==> src/rtl/bra_pkg.sv <==
// bra_pkg: shared types and constants of the budget reservation admission block
// request and result payload structs, status and request type codes, widths
// no dependencies
package bra_pkg;

    localparam int TABLE_SLOTS_DEF = 16;

    localparam int ID_W    = 64;
    localparam int BYTES_W = 48;
    localparam int TOTAL_W = 52;
    // shared adder: 53-bit sums plus a sign bit for subtraction
    localparam int ALU_W   = 54;

    localparam int PADDR_W = 3;
    localparam int PDATA_W = 64;
    localparam logic [PADDR_W-1:0] ADDR_BUDGET = 3'd0;

    localparam logic [1:0] REQ_GATED   = 2'd0;
    localparam logic [1:0] REQ_UNCOND  = 2'd1;
    localparam logic [1:0] REQ_RELEASE = 2'd2;
    localparam logic [1:0] REQ_UNUSED  = 2'd3;

    localparam logic [2:0] ST_GRANT_NEW     = 3'd0;
    localparam logic [2:0] ST_GRANT_OLD     = 3'd1;
    localparam logic [2:0] ST_REFUSE_BUDGET = 3'd2;
    localparam logic [2:0] ST_REFUSE_FULL   = 3'd3;
    localparam logic [2:0] ST_RELEASED      = 3'd4;
    localparam logic [2:0] ST_NOT_FOUND     = 3'd5;

    typedef struct packed {
        logic [1:0]         req_type;
        logic [ID_W-1:0]    request_id;
        logic [BYTES_W-1:0] est_bytes;
        logic [BYTES_W-1:0] external_bytes;
    } t_in_item;

    typedef struct packed {
        logic [2:0]         status;
        logic [TOTAL_W-1:0] outstanding_bytes;
    } t_out_item;

endpackage

==> src/rtl/budget_reservation_admission.sv <==
// budget_reservation_admission: top level, request sequencer and reservation table
// depends on bra_pkg, bra_ram, bra_alu
//
//  channel   direction  handshake                      payload
//  request   in         i_in_valid / o_in_ready        i_in_item  (bra_pkg::t_in_item)
//  result    out        o_out_valid / i_out_ready      o_out_item (bra_pkg::t_out_item)
//  config    in         psel / penable / pwrite, APB   paddr, pwdata, prdata (64 bit)
//
// one request at a time: the table scan reads one slot per cycle from the slot RAM; the result
// follows the scan and, for a gated reserve with a nonzero budget, the budget check before it,
// and the next request can be taken in the cycle in which the result becomes valid
// a hit ends the scan early and a budget refusal skips it
// reset clears the valid bits, running sum and budget at once; no clearing pass
// a waiting result does not block the next request, only its completion

module budget_reservation_admission #(
    parameter int TABLE_SLOTS = bra_pkg::TABLE_SLOTS_DEF
) (
    input  logic                         i_clk,
    input  logic                         i_rst_n,
    input  logic                         i_in_valid,
    output logic                         o_in_ready,
    input  bra_pkg::t_in_item            i_in_item,
    output logic                         o_out_valid,
    input  logic                         i_out_ready,
    output bra_pkg::t_out_item           o_out_item,
    input  logic                         psel,
    input  logic                         penable,
    input  logic                         pwrite,
    input  logic [bra_pkg::PADDR_W-1:0]  paddr,
    input  logic [bra_pkg::PDATA_W-1:0]  pwdata,
    output logic [bra_pkg::PDATA_W-1:0]  prdata,
    output logic                         pready
);

    localparam int IDXW   = (TABLE_SLOTS > 1) ? $clog2(TABLE_SLOTS) : 1;
    localparam int CNTW   = $clog2(TABLE_SLOTS + 1);
    localparam int WORD_W = bra_pkg::ID_W + bra_pkg::BYTES_W;
    localparam int ALU_W  = bra_pkg::ALU_W;
    localparam int BW     = bra_pkg::BYTES_W;
    localparam int TW     = bra_pkg::TOTAL_W;

    typedef enum logic [6:0] {
        S_IDLE    = 7'b0000001,
        S_ADD1    = 7'b0000010,
        S_ADD2    = 7'b0000100,
        S_CMP     = 7'b0001000,
        S_SCAN    = 7'b0010000,
        S_RESOLVE = 7'b0100000,
        S_DONE    = 7'b1000000
    } t_state;

    t_state                r_state, n_state;
    logic [BW-1:0]         r_budget, n_budget;
    logic [TW-1:0]         r_total, n_total;
    logic [TABLE_SLOTS-1:0] r_valid, n_valid;
    logic                  r_out_valid, n_out_valid;

    logic                  r_is_release, n_is_release;
    logic [bra_pkg::ID_W-1:0] r_id, n_id;
    logic [BW-1:0]         r_est, n_est;
    logic [BW-1:0]         r_ext, n_ext;
    logic [ALU_W-1:0]      r_acc, n_acc;
    logic [CNTW-1:0]       r_idx, n_idx;
    logic                  r_cmp_pend, n_cmp_pend;
    logic                  r_cmp_vld, n_cmp_vld;
    logic [IDXW-1:0]       r_cmp_idx, n_cmp_idx;
    logic                  r_free_found, n_free_found;
    logic [IDXW-1:0]       r_free_idx, n_free_idx;
    logic                  r_hit, n_hit;
    logic [IDXW-1:0]       r_hit_idx, n_hit_idx;
    logic [BW-1:0]         r_hit_bytes, n_hit_bytes;
    logic [2:0]            r_status, n_status;
    bra_pkg::t_out_item    r_out, n_out;

    logic [ALU_W-1:0]      alu_a, alu_b, alu_res;
    logic                  alu_sub;
    logic                  ram_we;
    logic [WORD_W-1:0]     ram_rdata;
    logic [bra_pkg::ID_W-1:0] rd_id;
    logic [BW-1:0]         rd_bytes;
    logic [IDXW-1:0]       scan_addr;
    logic                  cfg_wr;
    logic                  in_fire;

    assign scan_addr = r_idx[IDXW-1:0];
    assign rd_id     = ram_rdata[WORD_W-1:BW];
    assign rd_bytes  = ram_rdata[BW-1:0];
    assign ram_we    = (r_state == S_RESOLVE) && !r_is_release && !r_hit && r_free_found;

    assign o_in_ready = (r_state == S_IDLE);
    assign in_fire    = i_in_valid && o_in_ready;

    assign cfg_wr = psel && penable && pwrite && (paddr == bra_pkg::ADDR_BUDGET);
    assign pready = 1'b1;
    assign prdata = (paddr == bra_pkg::ADDR_BUDGET)
                    ? {{(bra_pkg::PDATA_W-BW){1'b0}}, r_budget} : '0;

    bra_ram #(
        .WIDTH (WORD_W),
        .DEPTH (TABLE_SLOTS)
    ) u_slots (
        .i_clk   (i_clk),
        .i_we    (ram_we),
        .i_waddr (r_free_idx),
        .i_wdata ({r_id, r_est}),
        .i_raddr (scan_addr),
        .o_rdata (ram_rdata)
    );

    bra_alu u_alu (
        .i_a   (alu_a),
        .i_b   (alu_b),
        .i_sub (alu_sub),
        .o_res (alu_res)
    );

    // operand selection for the shared adder
    always_comb begin
        alu_a   = '0;
        alu_b   = '0;
        alu_sub = 1'b0;
        case (r_state)
            S_ADD1: begin
                alu_a = {{(ALU_W-BW){1'b0}}, r_ext};
                alu_b = {{(ALU_W-BW){1'b0}}, r_est};
            end
            S_ADD2: begin
                alu_a = r_acc;
                alu_b = {{(ALU_W-TW){1'b0}}, r_total};
            end
            S_CMP: begin
                alu_a   = {{(ALU_W-BW){1'b0}}, r_budget};
                alu_b   = r_acc;
                alu_sub = 1'b1;
            end
            S_RESOLVE: begin
                alu_a = {{(ALU_W-TW){1'b0}}, r_total};
                if (r_is_release) begin
                    alu_b   = {{(ALU_W-BW){1'b0}}, r_hit_bytes};
                    alu_sub = 1'b1;
                end else begin
                    alu_b = {{(ALU_W-BW){1'b0}}, r_est};
                end
            end
            default: begin
                alu_a = '0;
            end
        endcase
    end

    always_comb begin
        n_state      = r_state;
        n_budget     = cfg_wr ? pwdata[BW-1:0] : r_budget;
        n_total      = r_total;
        n_valid      = r_valid;
        n_out_valid  = r_out_valid && !i_out_ready;
        n_is_release = r_is_release;
        n_id         = r_id;
        n_est        = r_est;
        n_ext        = r_ext;
        n_acc        = r_acc;
        n_idx        = r_idx;
        n_cmp_pend   = r_cmp_pend;
        n_cmp_vld    = r_cmp_vld;
        n_cmp_idx    = r_cmp_idx;
        n_free_found = r_free_found;
        n_free_idx   = r_free_idx;
        n_hit        = r_hit;
        n_hit_idx    = r_hit_idx;
        n_hit_bytes  = r_hit_bytes;
        n_status     = r_status;
        n_out        = r_out;

        case (r_state)
            S_IDLE: begin
                if (in_fire) begin
                    n_is_release = (i_in_item.req_type == bra_pkg::REQ_RELEASE) ||
                                   (i_in_item.req_type == bra_pkg::REQ_UNUSED);
                    n_id         = i_in_item.request_id;
                    n_est        = i_in_item.est_bytes;
                    n_ext        = i_in_item.external_bytes;
                    n_idx        = '0;
                    n_cmp_pend   = 1'b0;
                    n_free_found = 1'b0;
                    n_hit        = 1'b0;
                    if ((i_in_item.req_type == bra_pkg::REQ_GATED) && (r_budget != '0)) begin
                        n_state = S_ADD1;
                    end else begin
                        n_state = S_SCAN;
                    end
                end
            end
            S_ADD1: begin
                n_acc   = alu_res;
                n_state = S_ADD2;
            end
            S_ADD2: begin
                n_acc   = alu_res;
                n_state = S_CMP;
            end
            S_CMP: begin
                // negative budget - demand means the demand exceeds the budget
                if (alu_res[ALU_W-1]) begin
                    n_status = bra_pkg::ST_REFUSE_BUDGET;
                    n_state  = S_DONE;
                end else begin
                    n_state = S_SCAN;
                end
            end
            S_SCAN: begin
                if (r_cmp_pend && r_cmp_vld && (rd_id == r_id)) begin
                    n_hit       = 1'b1;
                    n_hit_idx   = r_cmp_idx;
                    n_hit_bytes = rd_bytes;
                    n_cmp_pend  = 1'b0;
                    n_state     = S_RESOLVE;
                end else if (r_idx == CNTW'(TABLE_SLOTS)) begin
                    n_cmp_pend = 1'b0;
                    n_state    = S_RESOLVE;
                end else begin
                    // slot read issued now, compared when the data returns
                    n_idx      = r_idx + CNTW'(1);
                    n_cmp_pend = 1'b1;
                    n_cmp_vld  = r_valid[scan_addr];
                    n_cmp_idx  = scan_addr;
                    if (!r_valid[scan_addr] && !r_free_found) begin
                        n_free_found = 1'b1;
                        n_free_idx   = scan_addr;
                    end
                end
            end
            S_RESOLVE: begin
                n_state = S_DONE;
                if (r_is_release) begin
                    if (r_hit) begin
                        n_total            = alu_res[ALU_W-1] ? '0 : alu_res[TW-1:0];
                        n_valid[r_hit_idx] = 1'b0;
                        n_status           = bra_pkg::ST_RELEASED;
                    end else begin
                        n_status = bra_pkg::ST_NOT_FOUND;
                    end
                end else if (r_hit) begin
                    n_status = bra_pkg::ST_GRANT_OLD;
                end else if (!r_free_found) begin
                    n_status = bra_pkg::ST_REFUSE_FULL;
                end else begin
                    // saturate the running sum at its full width
                    n_total = (alu_res[ALU_W-1:TW] != '0) ? '1 : alu_res[TW-1:0];
                    n_valid[r_free_idx] = 1'b1;
                    n_status            = bra_pkg::ST_GRANT_NEW;
                end
            end
            S_DONE: begin
                if (!r_out_valid || i_out_ready) begin
                    n_out_valid             = 1'b1;
                    n_out.status            = r_status;
                    n_out.outstanding_bytes = r_total;
                    n_state                 = S_IDLE;
                end
            end
            default: begin
                n_state = S_IDLE;
            end
        endcase
    end

    always_ff @(posedge i_clk) begin
        if (!i_rst_n) begin
            r_state     <= S_IDLE;
            r_budget    <= '0;
            r_total     <= '0;
            r_valid     <= '0;
            r_out_valid <= 1'b0;
        end else begin
            r_state     <= n_state;
            r_budget    <= n_budget;
            r_total     <= n_total;
            r_valid     <= n_valid;
            r_out_valid <= n_out_valid;
        end
    end

    always_ff @(posedge i_clk) begin
        r_is_release <= n_is_release;
        r_id         <= n_id;
        r_est        <= n_est;
        r_ext        <= n_ext;
        r_acc        <= n_acc;
        r_idx        <= n_idx;
        r_cmp_pend   <= n_cmp_pend;
        r_cmp_vld    <= n_cmp_vld;
        r_cmp_idx    <= n_cmp_idx;
        r_free_found <= n_free_found;
        r_free_idx   <= n_free_idx;
        r_hit        <= n_hit;
        r_hit_idx    <= n_hit_idx;
        r_hit_bytes  <= n_hit_bytes;
        r_status     <= n_status;
        r_out        <= n_out;
    end

    assign o_out_valid = r_out_valid;
    assign o_out_item  = r_out;

endmodule

==> src/rtl/bra_ram.sv <==
// bra_ram: generic single-write, single-read RAM with registered read data
// no dependencies
module bra_ram #(
    parameter int WIDTH = 8,
    parameter int DEPTH = 16
) (
    input  logic                                     i_clk,
    input  logic                                     i_we,
    input  logic [(DEPTH > 1 ? $clog2(DEPTH) : 1)-1:0] i_waddr,
    input  logic [WIDTH-1:0]                         i_wdata,
    input  logic [(DEPTH > 1 ? $clog2(DEPTH) : 1)-1:0] i_raddr,
    output logic [WIDTH-1:0]                         o_rdata
);

    logic [WIDTH-1:0] r_mem [DEPTH];
    logic [WIDTH-1:0] r_rdata;

    always_ff @(posedge i_clk) begin
        if (i_we) begin
            r_mem[i_waddr] <= i_wdata;
        end
        r_rdata <= r_mem[i_raddr];
    end

    assign o_rdata = r_rdata;

endmodule

==> src/rtl/bra_alu.sv <==
// bra_alu: shared add / subtract unit of the admission sequencer
// depends on bra_pkg for the unit width
module bra_alu (
    input  logic [bra_pkg::ALU_W-1:0] i_a,
    input  logic [bra_pkg::ALU_W-1:0] i_b,
    input  logic                      i_sub,
    output logic [bra_pkg::ALU_W-1:0] o_res
);

    logic [bra_pkg::ALU_W-1:0] b_op;

    // subtract as a + ~b + 1, top bit is the sign for operands below 2^53
    assign b_op  = i_sub ? ~i_b : i_b;
    assign o_res = i_a + b_op + {{(bra_pkg::ALU_W-1){1'b0}}, i_sub};

endmodule
==> config.mk <==
export PLATFORM = sky130hd
export DESIGN_NAME = budget_reservation_admission
export DESIGN_NICKNAME = d
export VERILOG_FILES = /design/src/rtl/bra_pkg.sv /design/src/rtl/budget_reservation_admission.sv /design/src/rtl/bra_ram.sv /design/src/rtl/bra_alu.sv
export SDC_FILE = /design/constraint.sdc
export NUM_CORES = 2
export LEC_CHECK = 0
export BUFFER_PORTS_ARGS = -buffer_cell sky130_fd_sc_hd__clkbuf_2
export CAP_MARGIN = 20
export CORE_UTILIZATION = 35
export CTS_BUF_LIST = sky130_fd_sc_hd__clkbuf_4
export DETAILED_ROUTE_END_ITERATION = 8
export GPL_ROUTABILITY_DRIVEN = 0
export GPL_TIMING_DRIVEN = 0
export HOLD_SLACK_MARGIN = 0.03
export PLACE_DENSITY_LB_ADDON = 0.3
export SKIP_CTS_REPAIR_TIMING = 1
export SLEW_MARGIN = 5
export SYNTH_ARGS = -nofsm -noshare
export SYNTH_HDL_FRONTEND = slang
export SYNTH_SLANG_ARGS = --single-unit
==> constraint.sdc <==
create_clock -name i_clk -period 13.1 [get_ports i_clk]
set_clock_uncertainty 0.2 [all_clocks]
set_input_delay 0.655 -clock i_clk [delete_from_list [all_inputs] [get_ports i_clk]]
set_output_delay 0.655 -clock i_clk [all_outputs]
set_load 0.03 [all_outputs]
==> impl_metrics.env <==
export IMPL_rows=188
export IMPL_clkLatencyLatePin_ns=1.31
export IMPL_ys_types=80
export IMPL_die_y_um=516
export IMPL_netlist_area_um2=92400
export IMPL_synth_avg_cell_area_um2=19.9
export IMPL_overflow=0
export IMPL_vdd_drop_max_v=0.000156
export IMPL_drtIter0Drc=5595
export IMPL_cp_max_fo=10
export IMPL_synth_seq_cells=2370
export IMPL_drive_gt1_share_pct=32.9
export IMPL_hold_path_class="input port to register"
export IMPL_antenna_found_initial=14
export IMPL_synth_area_leaders="edfxtp_1, mux4_2, dfxtp_1, nand2_1, a21oi_4"
export IMPL_critical_path_class="register to register"
export IMPL_fin_util_pct=43.7
export IMPL_drv_slew=0
export IMPL_fill_cells=23000
export IMPL_ys_top_cells_by_count="edfxtp_1, mux4_2, nand2_1, dfxtp_1, clkbuf_1"
export IMPL_multi_input_area_um2=22500
export IMPL_fmax_ghz=0.129
export IMPL_initial_core_util_pct=35.2
export IMPL_power_leakage_nw=38.3
export IMPL_grt_pass1_wl_um=370000
export IMPL_whs_ns=0.0744
export IMPL_port_buffers=323
export IMPL_routed_wl_um=266000
export IMPL_cp_required_ns=13.98
export IMPL_routedWlPerCell_um=25.9
export IMPL_cts_buffer_depth=4
export IMPL_arrival_ns=8.60
export IMPL_end_kind="register"
export IMPL_hold_violations=0
export IMPL_die_area_um2=266000
export IMPL_clock_sinks=2370
export IMPL_pwr_density_cell_nw_per_um2=167
export IMPL_synth_edff_count=2134
export IMPL_max_slew_margin_pct=22.0
export IMPL_fp_coreArea_um2=263000
export IMPL_async_flop_share_pct=0
export IMPL_final_antenna_net_count=0
export IMPL_setup_violations=0
export IMPL_rsz0062_at_grt="no"
export IMPL_root_buffer="clkbuf_4"
export IMPL_status="complete, no violations"
export IMPL_ys_seq_area_share_pct=74.5
export IMPL_syn2layout_area_growth_pct=24.1
export IMPL_drc=0
export IMPL_postSynthCellCount=4653
export IMPL_register_area_um2=68800
export IMPL_worstMarginPinSlew_ns=1.17
export IMPL_die_x_um=516
export IMPL_post_route_period_util_pct=59.0
export IMPL_ys_warn_count=0
export IMPL_cts_clk_slew_worst_paths_ns=0.06
export IMPL_synth_most_common_cell="edfxtp_1"
export IMPL_synth_flop_cell="edfxtp_1"
export IMPL_vias_per_cell=5.24
export IMPL_grt_max_degree=49
export IMPL_power_mw=19.2
export IMPL_netlist_area_leader_share_pct=69.4
export IMPL_grt_pass1_vias=52500
export IMPL_start_kind="register"
export IMPL_cts_tree="done"
export IMPL_drv_cap=0
export IMPL_via_count=53800
export IMPL_numCtsBuffers=592
export IMPL_num_io_pins=358
export IMPL_post_dp_hpwl_um=175000
export IMPL_h_tree_depth=6
export IMPL_drt_pass1_iter_count=6
export IMPL_fin_nets=6576
export IMPL_yosys_area_top_type="edfxtp_1"
export IMPL_track_usage_pct=19.3
export IMPL_min_period_ns=7.72
-- through the flow --
step / setup WS (ns) / instances / setup TNS (ns) / area (um2)
final: 5.38 / 10300 / 0 / 115000
after global routing: 5.05 / 10300 / 0 / 115000
after CTS: 5.41 / 9764 / 0 / 110000
after detailed placement: 5.45 / 8705 / 0 / 102000
after global placement: -11.00 / 8506 / -6568.68 / 98400
after floorplan: 2.41 / 4668 / 0 / 92400
-- worst paths after layout --
kind	slack, ns	startpoint	cells after the start	to
max	5.38	r_state[3]	23	r_total[40]
min	0.07	i_in_item[99]	2	r_id[3]
max reg2reg	5.38	r_state[3]	23	r_total[40]
min reg2reg	0.18	u_slots.o_rdata[15]	0	r_hit_bytes[15]
-- cell families (layout without fill, tap and decap cells) --
logic type / count (synthesis) / count (layout) / share of synthesized area, %
AO/OA/AOI/OAI: 693 / 693 / 5.60
XOR/XNOR: 106 / 106 / 1.03
buffers and inverters: 301 / 2383 / 1.40
adder cells (fa/ha/maj): 55 / 55 / 0.753
multiplexers: 571 / 571 / 13.8
AND/OR/NAND/NOR: 555 / 555 / 2.88
other: 2 / 21 / 0.00813
flip-flops: 2370 / 2370 / 74.5
-- layer usage --
| metal | vias to the layer above | global-route usage (%) | wire length, um |
|---|---|---|---|
| met5 | - | 0 | 27 |
| met4 | 4 | 6.47 | 7950 |
| met3 | 415 | 3.40 | 19700 |
| met1 | 28000 | 26.4 | 111000 |
| met2 | 2556 | 31.1 | 127000 |
| li1 | 22800 | - | - |
-- cell usage in the layout (no fill, tap or decap), types with 49 or more instances in the layout --
master | netlist | routed
a21oi_4 | 51 | 51
clkbuf_1 | 191 | 184
buf_4 | 17 | 53
a21oi_1 | 125 | 125
ha_1 | 54 | 54
a211oi_1 | 50 | 50
clkbuf_2 | 0 | 330
mux4_2 | 565 | 565
a22o_1 | 58 | 58
xor2_1 | 58 | 58
nand2_1 | 250 | 250
and2_1 | 56 | 54
dlygate4sd3_1 | 0 | 483
a21boi_0 | 52 | 52
edfxtp_1 | 2134 | 2134
a22oi_1 | 80 | 80
clkbuf_4 | 0 | 917
buf_12 | 5 | 62
buf_1 | 49 | 49
nor2_1 | 88 | 76
clkinv_1 | 0 | 93
dfxtp_1 | 236 | 236
o21ai_0 | 146 | 146
-- worst max-delay path, cell delays in order, from the launching register on --
cell and delay (ns):
dfxtp_1 0.41, or3_1 0.47, nor2_1 0.15, and3b_1 0.17, clkbuf_1 0.45, clkbuf_1 0.73, clkbuf_1 0.68, buf_1 0.57
a22oi_1 0.18, nand2_1 0.12, ha_1 0.23, clkbuf_1 0.21, a21oi_1 0.30, nand2_1 0.09, a221oi_1 0.59, o21ai_1 0.26
o2111ai_1 0.31, a211oi_1 0.14, or3_1 0.35, a21oi_1 0.27, o21a_1 0.17, buf_6 0.21, buf_12 0.21, a21oi_4 0.07
-- report_power, final --
part           internal [mW]  total (mW)  switching (mW)  leakage (nW)
Clock                   3.35        6.35            3.00          4.62
Sequential              8.97        9.51           0.540          21.1
Combinational           1.60        3.32            1.72          12.6
-- flip-flops by register name, indices dropped and copies added, names as in the netlist, 52 cells and up --
register / cells
r_id: 64
r_total: 52
o_out_item: 55
u_slots.o_rdata: 112
u_slots.r_mem: 1792
r_acc: 54
-- layout make-up --
type / instances / share of cell area, %
sequential: 2370 / 60.0
multi-input combinational: 1997 / 19.6
timing repair buffer: 1023 / 8.66
clock buffer: 917 / 6.01
tap: 3515 / 3.84
buffer: 269 / 1.03
clock inverter: 142 / 0.726
inverter: 32 / 0.106
antenna: 4 / 0.00873
Note: power is estimated with default switching activity, not from simulation.
